File: src/hdl/spims_pkg.sv
// ----------------------------------------------------------------------------
// spims_pkg
// Shared types and constants for the SPI master mode shifter: command
// codes, the classified command record and the configuration record.
// ----------------------------------------------------------------------------
package spims_pkg;

   // Widths of the stream payloads and the configuration port
   localparam int REQ_DATA_W = 16;
   localparam int RSP_DATA_W = 16;
   localparam int CSR_ADDR_W = 4;
   localparam int CSR_DATA_W = 32;

   // Command kinds on the request channel
   typedef enum logic [1:0] {
      OP_START    = 2'd0,
      OP_SELECT   = 2'd1,
      OP_DESELECT = 2'd2,
      OP_TICK     = 2'd3
   } op_type;

   // Register indexes on the configuration port
   typedef enum logic [1:0] {
      REG_SPI_MODE   = 2'd0,
      REG_HALF_DELAY = 2'd1,
      REG_CS_ENABLED = 2'd2,
      REG_CS_POL_LOW = 2'd3
   } reg_type;

   // Classified command as it travels through the queue
   typedef struct packed {
      op_type     op;
      logic [7:0] tx_byte;
      logic       miso_level;
   } cmd_type;

   // Current configuration
   typedef struct packed {
      logic [1:0]  spi_mode;
      logic [15:0] half_delay;
      logic        cs_enabled;
      logic        cs_pol_low;
   } cfg_type;

   // Configuration update strobes seen by the shifter
   typedef struct packed {
      logic mode_wr;
      logic cs_wr;
   } cfg_evt_type;

endpackage

File: src/hdl/spims_front.sv
// ----------------------------------------------------------------------------
// spims_front
// Request side: accepts items, classifies the kind into a command and
// holds it in one register stage until the queue takes it.
// ----------------------------------------------------------------------------
module spims_front
   import spims_pkg::*;
(
   input  logic                  clock,
   input  logic                  reset,
   input  logic                  req_tvalid,
   output logic                  req_tready,
   input  logic [REQ_DATA_W-1:0] req_tdata,   // [7:0] tx_byte, [8] miso_level
   input  logic [1:0]            req_tuser,   // [1:0] kind
   output logic                  cmd_valid,
   input  logic                  cmd_ready,
   output cmd_type               cmd
);

   logic    valid_ff, valid_in;
   cmd_type cmd_ff, cmd_in;

   // stage is free when empty or being drained
   assign req_tready = !valid_ff || cmd_ready;

   // classify the incoming item
   always_comb begin
      cmd_in = cmd_ff;
      valid_in = valid_ff;
      if (req_tready) begin
         valid_in = req_tvalid;
         if (req_tvalid) begin
            cmd_in.op         = op_type'(req_tuser);
            cmd_in.tx_byte    = req_tdata[7:0];
            cmd_in.miso_level = req_tdata[8];
         end
      end
   end

   always_ff @(posedge clock) begin
      if (reset) begin
         valid_ff <= 1'b0;
      end else begin
         valid_ff <= valid_in;
      end
      cmd_ff <= cmd_in;
   end

   assign cmd_valid = valid_ff;
   assign cmd       = cmd_ff;

endmodule

File: src/hdl/spims_queue.sv
// ----------------------------------------------------------------------------
// spims_queue
// Two-entry command queue between the request stage and the shifter.
// ----------------------------------------------------------------------------
module spims_queue
   import spims_pkg::*;
(
   input  logic    clock,
   input  logic    reset,
   input  logic    push_valid,
   output logic    push_ready,
   input  cmd_type push_cmd,
   output logic    pop_valid,
   input  logic    pop_ready,
   output cmd_type pop_cmd
);

   cmd_type    entry_ff [2];
   logic       wr_ptr_ff, wr_ptr_in;
   logic       rd_ptr_ff, rd_ptr_in;
   logic [1:0] count_ff, count_in;
   logic       push, pop;

   assign push_ready = (count_ff != 2'd2);
   assign pop_valid  = (count_ff != 2'd0);
   assign pop_cmd    = entry_ff[rd_ptr_ff];
   assign push       = push_valid && push_ready;
   assign pop        = pop_valid && pop_ready;

   // pointer and fill bookkeeping
   always_comb begin
      wr_ptr_in = push ? !wr_ptr_ff : wr_ptr_ff;
      rd_ptr_in = pop ? !rd_ptr_ff : rd_ptr_ff;
      count_in  = count_ff;
      if (push && !pop) begin
         count_in = count_ff + 2'd1;
      end else if (pop && !push) begin
         count_in = count_ff - 2'd1;
      end
   end

   always_ff @(posedge clock) begin
      if (reset) begin
         wr_ptr_ff <= 1'b0;
         rd_ptr_ff <= 1'b0;
         count_ff  <= 2'd0;
      end else begin
         wr_ptr_ff <= wr_ptr_in;
         rd_ptr_ff <= rd_ptr_in;
         count_ff  <= count_in;
      end
      if (push) begin
         entry_ff[wr_ptr_ff] <= push_cmd;
      end
   end

endmodule

File: src/hdl/spims_back.sv
// ----------------------------------------------------------------------------
// spims_back
// Shifter: executes queued commands against the bit and phase state,
// drives the pin levels and registers one result per command.
// ----------------------------------------------------------------------------
module spims_back
   import spims_pkg::*;
(
   input  logic                  clock,
   input  logic                  reset,
   input  cfg_type               cfg,
   input  cfg_evt_type           cfg_evt,
   input  logic                  cmd_valid,
   output logic                  cmd_ready,
   input  cmd_type               cmd,
   output logic                  rsp_tvalid,
   input  logic                  rsp_tready,
   // [0] sck_level, [1] mosi_level, [2] cs_level, [10:3] rx_byte,
   // [11] byte_done, [12] busy_res, [13] rejected, [15:14] zero
   output logic [RSP_DATA_W-1:0] rsp_tdata
);

   typedef enum logic [1:0] {
      PH_LEAD  = 2'd0,
      PH_TRAIL = 2'd1,
      PH_TAIL  = 2'd2
   } phase_type;

   logic [7:0]            tx_shift_ff, tx_shift_in;
   logic [7:0]            rx_shift_ff, rx_shift_in;
   logic [2:0]            bit_index_ff, bit_index_in;
   phase_type             bit_phase_ff, bit_phase_in;
   logic [15:0]           phase_ticks_ff, phase_ticks_in;
   logic                  active_ff, active_in;
   logic                  sck_ff, sck_in;
   logic                  mosi_ff, mosi_in;
   logic                  cs_ff, cs_in;
   logic                  out_valid_ff, out_valid_in;
   logic [RSP_DATA_W-1:0] out_data_ff, out_data_in;

   logic        idle_lvl, cpha, deassert;
   logic [15:0] limit;
   logic        phase_end;
   logic        take;
   logic        done, rej;
   logic [7:0]  rx_out;
   logic [2:0]  next_index;

   assign idle_lvl  = cfg.spi_mode[1];
   assign cpha      = cfg.spi_mode[0];
   assign deassert  = cfg.cs_pol_low;
   assign limit     = (cfg.half_delay == 16'd0) ? 16'd1 : cfg.half_delay;
   assign phase_end = ({1'b0, phase_ticks_ff} + 17'd1) >= {1'b0, limit};
   assign next_index = bit_index_ff + 3'd1;

   // output register frees up when empty or taken
   assign cmd_ready = !out_valid_ff || rsp_tready;
   assign take      = cmd_valid && cmd_ready;

   // command execution
   always_comb begin
      tx_shift_in    = tx_shift_ff;
      rx_shift_in    = rx_shift_ff;
      bit_index_in   = bit_index_ff;
      bit_phase_in   = bit_phase_ff;
      phase_ticks_in = phase_ticks_ff;
      active_in      = active_ff;
      sck_in         = sck_ff;
      mosi_in        = mosi_ff;
      cs_in          = cs_ff;
      done           = 1'b0;
      rej            = 1'b0;
      rx_out         = 8'd0;

      if (cfg_evt.mode_wr) begin
         // mode change aborts and parks SCK and MOSI
         active_in      = 1'b0;
         bit_index_in   = 3'd0;
         bit_phase_in   = PH_LEAD;
         phase_ticks_in = 16'd0;
         sck_in         = idle_lvl;
         mosi_in        = 1'b0;
      end
      if (cfg_evt.cs_wr) begin
         cs_in = deassert;
      end

      if (take) begin
         if (cmd.op != OP_TICK && active_ff) begin
            rej = 1'b1;
         end else begin
            case (cmd.op)
               OP_START: begin
                  tx_shift_in    = cmd.tx_byte;
                  rx_shift_in    = 8'd0;
                  bit_index_in   = 3'd0;
                  active_in      = 1'b1;
                  bit_phase_in   = PH_LEAD;
                  phase_ticks_in = 16'd0;
                  mosi_in        = cmd.tx_byte[7];
                  if (cpha) begin
                     sck_in = !idle_lvl;
                  end
               end
               OP_SELECT: begin
                  if (cfg.cs_enabled) begin
                     cs_in = !deassert;
                  end
               end
               OP_DESELECT: begin
                  if (cfg.cs_enabled) begin
                     cs_in = deassert;
                  end
               end
               OP_TICK: begin
                  if (active_ff) begin
                     if (phase_end) begin
                        phase_ticks_in = 16'd0;
                        case (bit_phase_ff)
                           PH_LEAD: begin
                              sck_in       = cpha ? idle_lvl : !idle_lvl;
                              bit_phase_in = PH_TRAIL;
                           end
                           PH_TRAIL: begin
                              rx_shift_in = {rx_shift_ff[6:0], cmd.miso_level};
                              if (!cpha) begin
                                 sck_in = idle_lvl;
                              end
                              bit_phase_in = PH_TAIL;
                           end
                           default: begin
                              if (bit_index_ff == 3'd7) begin
                                 done         = 1'b1;
                                 rx_out       = rx_shift_ff;
                                 active_in    = 1'b0;
                                 bit_index_in = 3'd0;
                                 bit_phase_in = PH_LEAD;
                              end else begin
                                 // next bit begins
                                 bit_index_in = next_index;
                                 bit_phase_in = PH_LEAD;
                                 mosi_in      = tx_shift_ff[3'd7 - next_index];
                                 if (cpha) begin
                                    sck_in = !idle_lvl;
                                 end
                              end
                           end
                        endcase
                     end else begin
                        phase_ticks_in = phase_ticks_ff + 16'd1;
                     end
                  end
               end
               default: begin
               end
            endcase
         end
      end

      // result register
      out_valid_in = take ? 1'b1 : (out_valid_ff && !rsp_tready);
      out_data_in  = take ? {2'b00, rej, active_in, done, rx_out, cs_in, mosi_in, sck_in}
                          : out_data_ff;
   end

   always_ff @(posedge clock) begin
      if (reset) begin
         tx_shift_ff    <= 8'd0;
         rx_shift_ff    <= 8'd0;
         bit_index_ff   <= 3'd0;
         bit_phase_ff   <= PH_LEAD;
         phase_ticks_ff <= 16'd0;
         active_ff      <= 1'b0;
         sck_ff         <= 1'b0;
         mosi_ff        <= 1'b0;
         cs_ff          <= 1'b1;
         out_valid_ff   <= 1'b0;
      end else begin
         tx_shift_ff    <= tx_shift_in;
         rx_shift_ff    <= rx_shift_in;
         bit_index_ff   <= bit_index_in;
         bit_phase_ff   <= bit_phase_in;
         phase_ticks_ff <= phase_ticks_in;
         active_ff      <= active_in;
         sck_ff         <= sck_in;
         mosi_ff        <= mosi_in;
         cs_ff          <= cs_in;
         out_valid_ff   <= out_valid_in;
      end
      out_data_ff <= out_data_in;
   end

   assign rsp_tvalid = out_valid_ff;
   assign rsp_tdata  = out_data_ff;

endmodule

File: src/hdl/spi_master_mode_shifter.sv
// ----------------------------------------------------------------------------
// spi_master_mode_shifter
// SPI master (modes 0 to 3) driven by a stream of commands and time ticks.
// ----------------------------------------------------------------------------
// Each request item (start, select, deselect or tick) yields exactly one
// response item carrying the SCK, MOSI and CS pin levels after that item,
// plus the received byte and a done flag when the eighth bit completes.
// The block takes one item per clock while neither side stalls: a request
// register, a two-entry command queue and the shifter's output register lie
// between request and response, and either side may stall without holding
// up the other until the queue fills.
// Bit timing is counted in tick items, not clock cycles: every bit has three
// phases of max(1, half_delay) ticks. The user writes registers through the
// APB-style port only while no item is in flight; the block does not enforce
// it. Writing spi_mode aborts a transfer and parks SCK at the new idle level.
// ----------------------------------------------------------------------------
module spi_master_mode_shifter
   import spims_pkg::*;
(
   input  logic                  clock,
   input  logic                  reset,
   input  logic                  req_tvalid,
   output logic                  req_tready,
   input  logic [REQ_DATA_W-1:0] req_tdata,   // [7:0] tx_byte, [8] miso_level
   input  logic [1:0]            req_tuser,   // [1:0] kind
   output logic                  rsp_tvalid,
   input  logic                  rsp_tready,
   // [0] sck_level, [1] mosi_level, [2] cs_level, [10:3] rx_byte,
   // [11] byte_done, [12] busy_res, [13] rejected
   output logic [RSP_DATA_W-1:0] rsp_tdata,
   input  logic                  csr_psel,
   input  logic                  csr_penable,
   input  logic                  csr_pwrite,
   input  logic [CSR_ADDR_W-1:0] csr_paddr,
   input  logic [CSR_DATA_W-1:0] csr_pwdata,
   output logic [CSR_DATA_W-1:0] csr_prdata,
   output logic                  csr_pready
);

   cfg_type     cfg_ff, cfg_in;
   cfg_evt_type evt_ff, evt_in;
   logic        wr_en;
   reg_type     reg_idx;

   logic    f_valid, f_ready;
   cmd_type f_cmd;
   logic    q_valid, q_ready;
   cmd_type q_cmd;

   assign csr_pready = 1'b1;
   assign reg_idx    = reg_type'(csr_paddr[3:2]);
   assign wr_en      = csr_psel && csr_penable && csr_pwrite && csr_pready;

   // register writes
   always_comb begin
      cfg_in = cfg_ff;
      evt_in = '0;
      if (wr_en) begin
         case (reg_idx)
            REG_SPI_MODE: begin
               cfg_in.spi_mode = csr_pwdata[1:0];
               evt_in.mode_wr  = 1'b1;
            end
            REG_HALF_DELAY: begin
               cfg_in.half_delay = csr_pwdata[15:0];
            end
            REG_CS_ENABLED: begin
               cfg_in.cs_enabled = csr_pwdata[0];
               evt_in.cs_wr      = 1'b1;
            end
            REG_CS_POL_LOW: begin
               cfg_in.cs_pol_low = csr_pwdata[0];
               evt_in.cs_wr      = 1'b1;
            end
            default: begin
            end
         endcase
      end
   end

   // register readback
   always_comb begin
      case (reg_idx)
         REG_SPI_MODE:   csr_prdata = {30'd0, cfg_ff.spi_mode};
         REG_HALF_DELAY: csr_prdata = {16'd0, cfg_ff.half_delay};
         REG_CS_ENABLED: csr_prdata = {31'd0, cfg_ff.cs_enabled};
         REG_CS_POL_LOW: csr_prdata = {31'd0, cfg_ff.cs_pol_low};
         default:        csr_prdata = '0;
      endcase
   end

   always_ff @(posedge clock) begin
      if (reset) begin
         cfg_ff <= '{spi_mode: 2'd0, half_delay: 16'd0, cs_enabled: 1'b0,
                     cs_pol_low: 1'b1};
         evt_ff <= '0;
      end else begin
         cfg_ff <= cfg_in;
         evt_ff <= evt_in;
      end
   end

   spims_front u_front (
      .clock      (clock),
      .reset      (reset),
      .req_tvalid (req_tvalid),
      .req_tready (req_tready),
      .req_tdata  (req_tdata),
      .req_tuser  (req_tuser),
      .cmd_valid  (f_valid),
      .cmd_ready  (f_ready),
      .cmd        (f_cmd)
   );

   spims_queue u_queue (
      .clock      (clock),
      .reset      (reset),
      .push_valid (f_valid),
      .push_ready (f_ready),
      .push_cmd   (f_cmd),
      .pop_valid  (q_valid),
      .pop_ready  (q_ready),
      .pop_cmd    (q_cmd)
   );

   spims_back u_back (
      .clock      (clock),
      .reset      (reset),
      .cfg        (cfg_ff),
      .cfg_evt    (evt_ff),
      .cmd_valid  (q_valid),
      .cmd_ready  (q_ready),
      .cmd        (q_cmd),
      .rsp_tvalid (rsp_tvalid),
      .rsp_tready (rsp_tready),
      .rsp_tdata  (rsp_tdata)
   );

endmodule

File: config.mk
export PLATFORM = sky130hd
export DESIGN_NAME = spi_master_mode_shifter
export DESIGN_NICKNAME = d
export VERILOG_FILES = /design/src/hdl/spims_pkg.sv /design/src/hdl/spims_front.sv /design/src/hdl/spims_queue.sv /design/src/hdl/spims_back.sv /design/src/hdl/spi_master_mode_shifter.sv
export SDC_FILE = /design/constraint.sdc
export NUM_CORES = 1
export LEC_CHECK = 0
export BUFFER_PORTS_ARGS = -buffer_cell sky130_fd_sc_hd__buf_2
export CAP_MARGIN = 20
export CORE_MARGIN = 2
export CORE_UTILIZATION = 40
export DETAILED_ROUTE_END_ITERATION = 10
export GPL_TIMING_DRIVEN = 0
export HOLD_SLACK_MARGIN = 0.15
export PLACE_DENSITY = 0.6
export SETUP_SLACK_MARGIN = 0.15
export SLEW_MARGIN = 0
export SYNTH_ARGS = -nofsm -noshare
export SYNTH_HDL_FRONTEND = slang
export SYNTH_SLANG_ARGS = --single-unit
File: constraint.sdc
create_clock -name clock -period 4.6 [get_ports clock]
set_clock_uncertainty 0.05 [all_clocks]
set_input_delay 0.46 -clock clock [delete_from_list [all_inputs] [get_ports clock]]
set_output_delay 0.46 -clock clock [all_outputs]
set_load 0.05 [all_outputs]
---- Word-level counts from Yosys, hierarchy flattened ----
Memory sizes are Yosys's and may differ from the RTL's. A register that Yosys moved wholly into a read port is not among the register bits.
Index checks and enable logic that the tools add are counted.
cells by class
  add/subtract/negate cells ............... 6
  order comparisons ....................... 2
  equality and inequality tests ........... 13
  multiplexer cells ....................... 73
  bitwise gates (word level) .............. 6
  reductions and logical operators ........ 38
operators with widths
  cell                                                  number
  one-hot mux 32 bit (4 select lines)                   1
  2-to-1 mux 16 bit                                     6
  2-to-1 mux 1 bit                                      38
  one-hot mux 16 bit (2 select lines)                   1
  2-to-1 mux 8 bit                                      3
  2-to-1 mux 3 bit                                      7
  adder 16 x 1 -> 17 bit (second input constant)        1
  >= comparator 17 x 16 -> 1 bit                        1
  adder 16 x 1 -> 16 bit (second input constant)        1
  logical NOT 16 bit                                    1
  one-hot mux 8 bit (2 select lines)                    1
  2-to-1 mux 2 bit                                      7
  one-hot mux 1 bit (2 select lines)                    5
  AND reduction 2 bit                                   5
  logical NOT 1 bit                                     9
  equality test 2 bit (second input constant)           4
  logical AND 1 bit                                     8
  one-hot mux 2 bit (2 select lines)                    2
  OR reduction 7 bit                                    1
  equality test 2 x 1 -> 1 bit (second input constant)  3
  logical NOT 2 bit                                     3
  != test 2 bit (second input constant)                 3
  NOT 1 bit                                             6
  one-hot mux 3 bit (2 select lines)                    1
  other kinds (14)                                      20
storage, ports and cells
  bits in registers ....................... 94
  RAM bits ................................ 22
  input port bits ......................... 61
  output and inout port bits .............. 51
  logic and storage cells ................. 165
  memories kept ........................... 1
memories
  name              words  bits a word  rd ports  clocked after Yosys merged registers in  wr ports  line               source
  u_queue.entry_ff  2      11           1         1                                        1         spims_queue.sv:18  cmd_type entry_ff [2];

---- Longest topological paths before layout ----
Gate-level depths: netlist of the first run.
  depth after elaboration ................. 11
  mapped depth ............................ 14
  gate-level depth less buffers ........... 13

---- By module ----
Synthesis of the first run repeated with hierarchy kept, for this count alone.
unflattened totals
  cell total of the unflattened synthesis .. 597
  area, all modules ....................... 6098.3 um^2
by module, submodules not included
  module                   instances  cells an instance  area an instance (um^2)  sequential area each (um^2)
  spims_back               1          391                3438.3                   1261.2
  spi_master_mode_shifter  1          132                1262.5                   440.4
  spims_queue              1          58                 1012.2                   760.7
  spims_front              1          16                 385.4                    350.3

---- Least setup slack after synthesis of the first run ----
OpenSTA, ideal clock, no wires.
  kind .................................... flip-flop to flip-flop
  start point ............................. reg u_back.phase_ticks_ff[0]
  end point ............................... reg u_back.phase_ticks_ff[9]
  setup time .............................. 0.070 ns
  data arrival time ....................... 3.178 ns
  required time ........................... 4.480 ns
  setup slack ............................. 1.301 ns
  cell stages (with the launch flop) ...... 14
  buffers on the path ..................... 1
  path through ............................ dfxtp_1 > ha_1 > nand3_2 > or2_2 > nor2_1 > xor2_1 > ha_1 > nand4_1 > nor3_1 > a2111oi_4 > o2111ai_2 > buf_6 > or4_1 > a21oi_1
between the ends
  cells in the longest elaborated chain, start to end .. 7
  elaborated cells between the ends (all ways) .. 8
  those cells by class .................... add/sub: 2; order compare: 1; mux: 5
ends and longest elaborated chain
  what                                   line               source
  from (decl)                            spims_back.sv:33   logic [15:0] phase_ticks_ff, phase_ticks_in;
  from (signal assigned)                 spims_back.sv:183  phase_ticks_ff <= phase_ticks_in;
  adder 16 x 1 -> 17 bit                 spims_back.sv:53   assign phase_end = ({1'b0, phase_ticks_ff} + 17'd1) >= {1'b0, limit};
  >= comparator 17 x 16 -> 1 bit         spims_back.sv:53
  2-to-1 mux 16 bit *                    spims_back.sv:117  if (phase_end) begin
  2-to-1 mux 16 bit *                    spims_back.sv:116  if (active_ff) begin
  one-hot mux 16 bit (2 select lines) *  spims_back.sv:92   case (cmd.op)
  2-to-1 mux 16 bit *                    spims_back.sv:89   if (cmd.op != OP_TICK && active_ff) begin
  2-to-1 mux 16 bit *                    spims_back.sv:88   if (take) begin
Mark *: on every way between the ends. The rest lies on a longest branch, timed or not.
A chain may end at the register's enable or synchronous reset.

---- Worst setup path in the final report of the first run ----
  start point ............................. reg u_back.phase_ticks_ff[0]
  end point ............................... reg u_back.rx_shift_ff[6]
between the ends
  cells in the longest elaborated chain, start to end .. 4
ends and longest elaborated chain
  what                                     line               source
  adder 16 x 1 -> 17 bit                   spims_back.sv:53
  >= comparator 17 x 16 -> 1 bit           spims_back.sv:53
  != test 2 x 1 -> 1 bit (no source line)  n/a
  AND reduction 6 bit (no source line)     n/a
  to (signal assigned)                     spims_back.sv:180  rx_shift_ff <= rx_shift_in;
  to (decl)                                spims_back.sv:30   logic [7:0] rx_shift_ff, rx_shift_in;
No other way between the ends.

==> results.ini, run 1 <==
[clocking]
ctsResizeCount=0
root_buffer=clkbuf_16
cts_tree=built
cts-htree-levels=4
cts.reportedPaths.clkPinSlew_ps=60
cts_buffers=17
cts.sinks=117
clk_path_buf_depth=2
insertion_delay_ps=420

[setup_path]
path_delay_family=compound AO/OA/AOI/OAI gates
worstSetupStartpointType=flip-flop
critPathKind=flip-flop to flip-flop
crit_chain=ha_1 -> nand3_2 -> nor4b_4 -> nand3_1 -> xnor2_1 -> ha_1 -> nand4_1 -> nor4_1 -> a211oi_1 -> o2111ai_2 -> a31oi_1 -> o21ai_0 -> a21oi_1
r2r-start=u_back.phase_ticks_ff[0]$_SDFF_PP0_
path_max_fanout=8
crit_start=u_back.phase_ticks_ff[0]$_SDFF_PP0_
max_stage_delay_ps=680
reg2regPathDepth=13
r2r_end=u_back.rx_shift_ff[6]$_SDFFE_PP0P_
cpMostUsedCell=ha_1
worstPathRequired_ps=4890
endpoint=u_back.rx_shift_ff[6]$_SDFFE_PP0P_
crit_cells=13
r2r_setup_slack_ps=490
cp.arrival_ps=4390
cp_slowest_cell=a31oi_1
worst-path-buf-inv=0
end_kind=flip-flop

[synth]
ys_ff_latch=117
synth_top_area_share_pct=24.5
ys_async_sr_fraction_pct=0
ys_top_cells_by_area=edfxtp_1 25%, dfxtp_1 24%, ha_1 5.2%
syn_area_um2=5750
synth_area_leader_cell=edfxtp_1
yosysSeqAreaShare_pct=48.9
yosysWarnings=0
syn_inst=578
avgSynthCellArea_um2=9.96
ys.flop_type=dfxtp_1
ys_types=64
synth_edf_count=47

[status]
status=finished, final reports clean

[timing]
fin_tns_setup_ps=0
hold_viol=0
tightest_slew_ps=900
fmax_ghz=0.244
slew_headroom_pct=39.8
setup_viol=0
rsz0062_at_grt=no
min_period_ps=4110
drv_slew=0
period_share_pct=89.3

[drt]
firstDrtPassIters=5
vias_per_cell=5.05
drt_iter0_drc=272
antenna_left=0
vias=4441
routedWlPerCell_um=14.4
wl_mm=12.6
drc=0

[global_routing]
antenna_found_initial=0
grt.overflow.total=0
grt_pass1_vias=4103
grt_max_degree=17
grt_pass1_wl_mm=20.0
grt_usage_pct=17.0

[flow_run]
drv_cap=0

[final_layout]
layout.nets=772
area_growth_pct=22.2
final.fill_count=1254
drive_gt1_share_pct=20.9
final_area_um2=7030
n_antenna_cell=0

[place]
portBuffers=65
dpl_cell_area_um2=6380
dpl.hpwl_mm=9.32
routabilityCongestion=0.852

[die]
ios=112
core-area_um2=14000
dieArea_um2=15400
initial_utilization_pct=41.1
dieWidth_um=124
row_count=43
die_h_um=124

[power_and_ir_drop]
p_leak_uw=0.00279
power.total_uw=3350
max-vdd-ir-drop_mv=0.369
powerDensity_nw_per_um2=477

[min_path]
hold_class=primary input to flip-flop

[cell usage after synthesis (3+ instances only)]
| cell | n |
|---|---|
| dfxtp_1 | 70 |
| nand2_1 | 60 |
| a21oi_1 | 53 |
| nor2_1 | 48 |
| edfxtp_1 | 47 |
| inv_1 | 31 |
| and2_1 | 25 |
| ha_1 | 24 |
| o21ai_0 | 21 |
| buf_4 | 19 |
| mux2i_1 | 19 |
| clkbuf_1 | 13 |
| xnor2_1 | 12 |
| nand3_1 | 11 |
| nor2b_1 | 11 |
| nor3_1 | 10 |
| a22o_1 | 7 |
| and3_1 | 6 |
| nand2b_1 | 6 |
| xor2_1 | 6 |
| a22oi_1 | 5 |
| nor4_1 | 4 |
| or2_2 | 4 |
| mux4_2 | 3 |
| nand4_1 | 3 |
| nor3b_1 | 3 |
| o22ai_1 | 3 |
| or3_1 | 3 |
[timing repair]
action,CTS,global route
hold endpoints to repair,5,2
buffers inserted,0,0
hold buffers,5,2
[where the power goes]
| group | internal (µW) | switching [µW] | total [µW] |
|---|---|---|---|
| Combinational | 231 | 550 | 781 |
| Clock | 771 | 547 | 1320 |
| Sequential | 1210 | 46.1 | 1260 |
| Total | 2210 | 1140 | 3350 |
[cells by family after synthesis]
logic type      share of synthesized area [%]
compound gates                           12.3
xor+xnor                                 2.74
fa+ha+maj                                5.22
buf+inv                                  6.41
flops                                    48.9
mux                                      4.67
other cells                             0.131
simple gates                             19.7
[layer usage]
layer | up-vias | share of wire, % | GRT usage (%)
li1 | 2220 | - | -
met2 | 122 | 49 | 28.3
met4 | 0 | 1.4 | 6.04
met3 | 17 | 4.9 | 4.76
met1 | 2082 | 44 | 21.2
met5 | - | 0 | 0
[flip-flops by register name, indices dropped and copies added, names as in the netlist, named ones only]
register,flops
u_back.bit_phase_ff,2
u_queue.wr_ptr_ff,1
u_back.cs_ff,1
u_queue.count_ff,2
u_queue.entry_ff,22
u_back.rsp_tvalid,1
u_back.mosi_ff,1
evt_ff,2
u_queue.rd_ptr_ff,1
u_back.rsp_tdata,14
u_back.active_ff,1
u_back.rx_shift_ff,8
u_back.sck_ff,1
u_back.bit_index_ff,3
u_back.phase_ticks_ff,16
u_front.cmd_valid,1
u_back.tx_shift_ff,8
u_front.cmd,11
cfg_ff,20
[worst min-delay path by stage]
| stage | from | endpoint | depth (start not counted) |
|---|---|---|---|
| 6_report | req_tdata[5] | u_front.cmd[6]$_DFFE_PP_ | 1 |
| 5_1_grt | req_tuser[1] | u_front.cmd[10]$_DFFE_PP_ | 1 |
| 4_1_cts | req_tdata[5] | u_front.cmd[6]$_DFFE_PP_ | 1 |
| 3_5_place_dp | u_front.cmd[10]$_DFFE_PP_ | u_queue.entry_ff[1][10]$_DFFE_PP_ | 0 |
| 3_3_place_gp | u_front.cmd[6]$_DFFE_PP_ | u_queue.entry_ff[1][6]$_DFFE_PP_ | 0 |
| 2_1_floorplan | u_front.cmd[0]$_DFFE_PP_ | u_queue.entry_ff[0][0]$_DFFE_PP_ | 0 |
[area by class of cell]
cell class                      count  area (µm²)  area share (%)
Clock buffer                       17         425            6.05
Tap cell                          180         225            3.20
Multi-Input combinational cell    408        2640            37.5
Buffer                             38         249            3.54
Clock inverter                     15         163            2.31
Inverter                           32         120            1.71
Sequential cell                   117        2810            40.0
Timing Repair Buffer               73         403            5.73
[metrics by stage]
step | hold WS [ps] | instances | setup slack (ps) | utilization, %
2_1_floorplan | 371 | 595 | 1300 | -
3_5_place_dp | 380 | 841 | 483 | 45.6
6_report | 165 | 880 | 493 | 50.3
4_1_cts | 151 | 878 | 442 | 50.1
5_1_grt | 150 | 880 | 217 | 50.3
3_3_place_gp | 372 | 840 | 625 | 45.5
[placed cells by master, fill, tap and decap left out, types with 4 or more instances in the layout]
master         count
nor3_1            10
nor2_1            48
and2_1            25
conb_1            19
ha_1              24
edfxtp_1          47
o21ai_0           21
clkbuf_16         17
dfxtp_1           70
a21oi_1           53
nand3_1           11
xor2_1             6
dlygate4sd3_1      7
buf_4             20
mux2i_1           19
nor2b_1           11
nand2b_1           6
xnor2_1           12
buf_2             65
or2_2              4
nor4_1             4
a22o_1             7
clkbuf_1          13
a22oi_1            5
nand2_1           60
inv_8              7
and3_1             6
inv_1             31
(Power assumes the default switching activity.)
==> inputs of run 2 (changes only) <==
Settings changed: ABC_AREA set to 1, CORE_UTILIZATION 40 to 56, PLACE_DENSITY 0.6 to 0.79, SLEW_MARGIN 0 to unset.
==> run 2 against run 1 <==
  * Wire length is 15% higher
  * Final cell count up 21%
  * First-iteration DRC count grew 58%
  * Via count is 23% higher
  * Fmax up 23%
  * Hold slack improved by 19 ps
  * Critical path depth increased by 10
  * Largest cell class unchanged
==> results.ini, run 2 <==
[final_layout]
largestRegisters=u_queue.entry_ff: 22 flops, cfg_ff: 20 flops, u_back.phase_ticks_ff: 16 flops
regMostFlops=u_queue.entry_ff
drive_gt1_share_pct=16.0
area_growth_pct=21.1
layout_commonest_cell=nand2_1
largest_register_ffs=22
multi_input_area_um2=2690
n_antenna_cell=0
layout_common_cells=174 x nand2_1, 101 x inv_1, 95 x nor2_1
seqCellArea_um2=2810
final.fill_count=900
layout.nets=993

[drt]
vias=5474
drc=0
drt_iter0_drc=430
vias_per_cell=5.16
wl_mm=14.5
firstDrtPassIters=5
routedWlPerCell_um=13.6
antenna_left=0

[setup_path]
crit_chain=ha_1 -> nand2_1 -> nor2_2 -> nand2_1 -> nor2_1 -> inv_1 -> o21ai_1 -> inv_1 -> ha_1 -> nand2_1 -> inv_1 -> nand2_1 -> nor2_1 -> nand2_1 -> nand3_1 -> nand2_1 -> nand3_4 -> inv_2 -> nand2_1 -> nand4_2 -> nand2_1 -> nand2_1 -> nor2_1
worstSetupStartpointType=flip-flop
max_stage_delay_ps=440
cpMostUsedCell=nand2_1
path_max_fanout=10
cp_slowest_cell=dfxtp_1
r2r-start=u_back.phase_ticks_ff[0]$_SDFF_PP0_
cp.arrival_ps=3740
r2r_end=u_back.rx_shift_ff[0]$_SDFFE_PP0P_
critPathKind=flip-flop to flip-flop
worstPathRequired_ps=5010
reg2regPathDepth=23
end_kind=flip-flop
r2r_setup_slack_ps=1270

[synth]
ys_types=34
yosysSeqAreaShare_pct=46.2
ys_ff_latch=117
ys_top_cells_by_area=edfxtp_1 23%, dfxtp_1 23%, nand2_1 11%
ys.flop_type=dfxtp_1
syn_inst=793
yosys.cell_count.top_type=nand2_1
synth_area_leader_cell=edfxtp_1
synth_common_cells=174 x nand2_1, 101 x inv_1, 95 x nor2_1, 70 x dfxtp_1, 67 x a21oi_1
syn_area_um2=6090
avgSynthCellArea_um2=7.68
synth_edf_count=47
yosysWarnings=0
ys_async_sr_fraction_pct=0
synth_top_area_share_pct=23.2

[timing]
tightest_slew_ps=1040
drv_slew=0
fin_tns_setup_ps=0
min_period_ps=3330
fmax_ghz=0.300
rsz0062_at_grt=no
hold_viol=0
slew_headroom_pct=30.1
period_share_pct=72.4
setup_viol=0

[die]
ios=112
die_h_um=108
core-area_um2=10700
dieWidth_um=108
row_count=38
initial_utilization_pct=56.6
dieArea_um2=11700

[clocking]
root_buffer=clkbuf_8
cts.sinks=117
cts_hold_buf=11
insertion_delay_ps=520
cts_tree=built
cts_setup_buffers=0
cts.reportedPaths.clkPinSlew_ps=60
cts-htree-levels=4
clk_path_buf_depth=2
ctsResizeCount=0
cts_buffers=17

[min_path]
holdPathEnd=cfg_ff[2]$_SDFFE_PP0P_
holdCritStartpoint=csr_pwdata[0]
hold_class=primary input to flip-flop
hold_depth=3

[place]
routabilityCongestion=0.916
dpl.hpwl_mm=10.3
portBuffers=67

[status]
status=finished, final reports clean

[global_routing]
grt_usage_pct=25.5
grt_max_degree=17
grt_pass1_vias=4989
antenna_found_initial=0
grt_pass1_wl_mm=23.1
grt.overflow.total=0

[power_and_ir_drop]
p_leak_uw=0.00328
max-vdd-ir-drop_mv=0.333
powerDensity_nw_per_um2=608
power.total_uw=4480

[flow_run]
drv_cap=0

run 2: cell types whose count changed in the layout (fill, tap and decap cells not counted), moves of 11 or more:
| cell | before | now |
|---|---|---|
| nand2_1 | 60 | 174 |
| inv_1 | 31 | 101 |
| nor2_1 | 48 | 95 |
| o21ai_0 | 21 | 54 |
| and2_1 | 25 | 0 |
| nand3_1 | 11 | 31 |
| mux2i_1 | 19 | 0 |
| a21oi_1 | 53 | 67 |
| xnor2_1 | 12 | 0 |
| nor2b_1 | 11 | 0 |
run 2: where the power goes:
group / switching (µW) / internal, µW / total (µW)
Combinational: 1270 / 511 / 1780
Sequential: 114 / 1320 / 1430
Clock: 494 / 769 / 1260
Total: 1880 / 2600 / 4480
run 2: worst max-delay path, delay by kind of cell, from the launching register on:
family / cells / cell delay, ps
AOI/OAI and AO/OA: 1 / 200
adders and majority gates: 2 / 530
and+or+nand+nor: 16 / 1740
buffers and inverters: 4 / 320
DFF: 1 / 440
run 2: final cells by class:
type / instances / share of cell area (%)
Timing Repair Buffer: 79 / 6.41
Clock buffer: 20 / 6.19
Sequential cell: 117 / 38.1
Multi-Input combinational cell: 540 / 36.5
Tap cell: 140 / 2.38
Clock inverter: 12 / 1.60
Buffer: 44 / 3.26
Inverter: 109 / 5.55
run 2: worst max-delay path by stage:
stage,cells past startpoint,slack (ps),startpoint,endpoint
2_1_floorplan,23,1830,u_back.phase_ticks_ff[0]$_SDFF_PP0_,u_back.rsp_tdata[1]$_DFFE_PP_
3_3_place_gp,22,1380,u_back.phase_ticks_ff[0]$_SDFF_PP0_,u_back.rx_shift_ff[0]$_SDFFE_PP0P_
3_5_place_dp,23,1290,u_back.phase_ticks_ff[0]$_SDFF_PP0_,u_back.rx_shift_ff[0]$_SDFFE_PP0P_
4_1_cts,23,1270,u_back.phase_ticks_ff[0]$_SDFF_PP0_,u_back.rx_shift_ff[0]$_SDFFE_PP0P_
5_1_grt,23,920,u_back.phase_ticks_ff[0]$_SDFF_PP0_,u_back.rx_shift_ff[4]$_SDFFE_PP0P_
6_report,23,1270,u_back.phase_ticks_ff[0]$_SDFF_PP0_,u_back.rx_shift_ff[0]$_SDFFE_PP0P_
run 2: kinds of logic after synthesis:
kind of cell	share of synthesized area, %
buf+inv	10.7
other cells	0.123
simple gates	23.4
fa+ha+maj	4.93
flops	46.2
xor+xnor	1.73
compound gates	13.0
run 2: through the flow:
| stage | utilization, % | hold slack (ps) | cell area, µm² | std cells | setup slack [ps] |
|---|---|---|---|---|---|
| 5_1_grt | 68.6 | 194 | 7370 | 1061 | 922 |
| 2_1_floorplan | - | 371 | 6150 | 810 | 1830 |
| 4_1_cts | 68.6 | 167 | 7370 | 1061 | 1270 |
| 6_report | 68.6 | 184 | 7370 | 1061 | 1270 |
| 3_5_place_dp | 62.2 | 388 | 6690 | 1018 | 1290 |
| 3_3_place_gp | 62.0 | 375 | 6660 | 1017 | 1380 |
run 2: metal layers:
metal  global-route usage [%]  routed length, µm  vias up
met4                     9.62                285        0
met5                        0                  0        -
met1                     31.8               6370     2458
met3                     6.09                969       28
met2                     42.9               6850      213
li1                         -                  -     2775
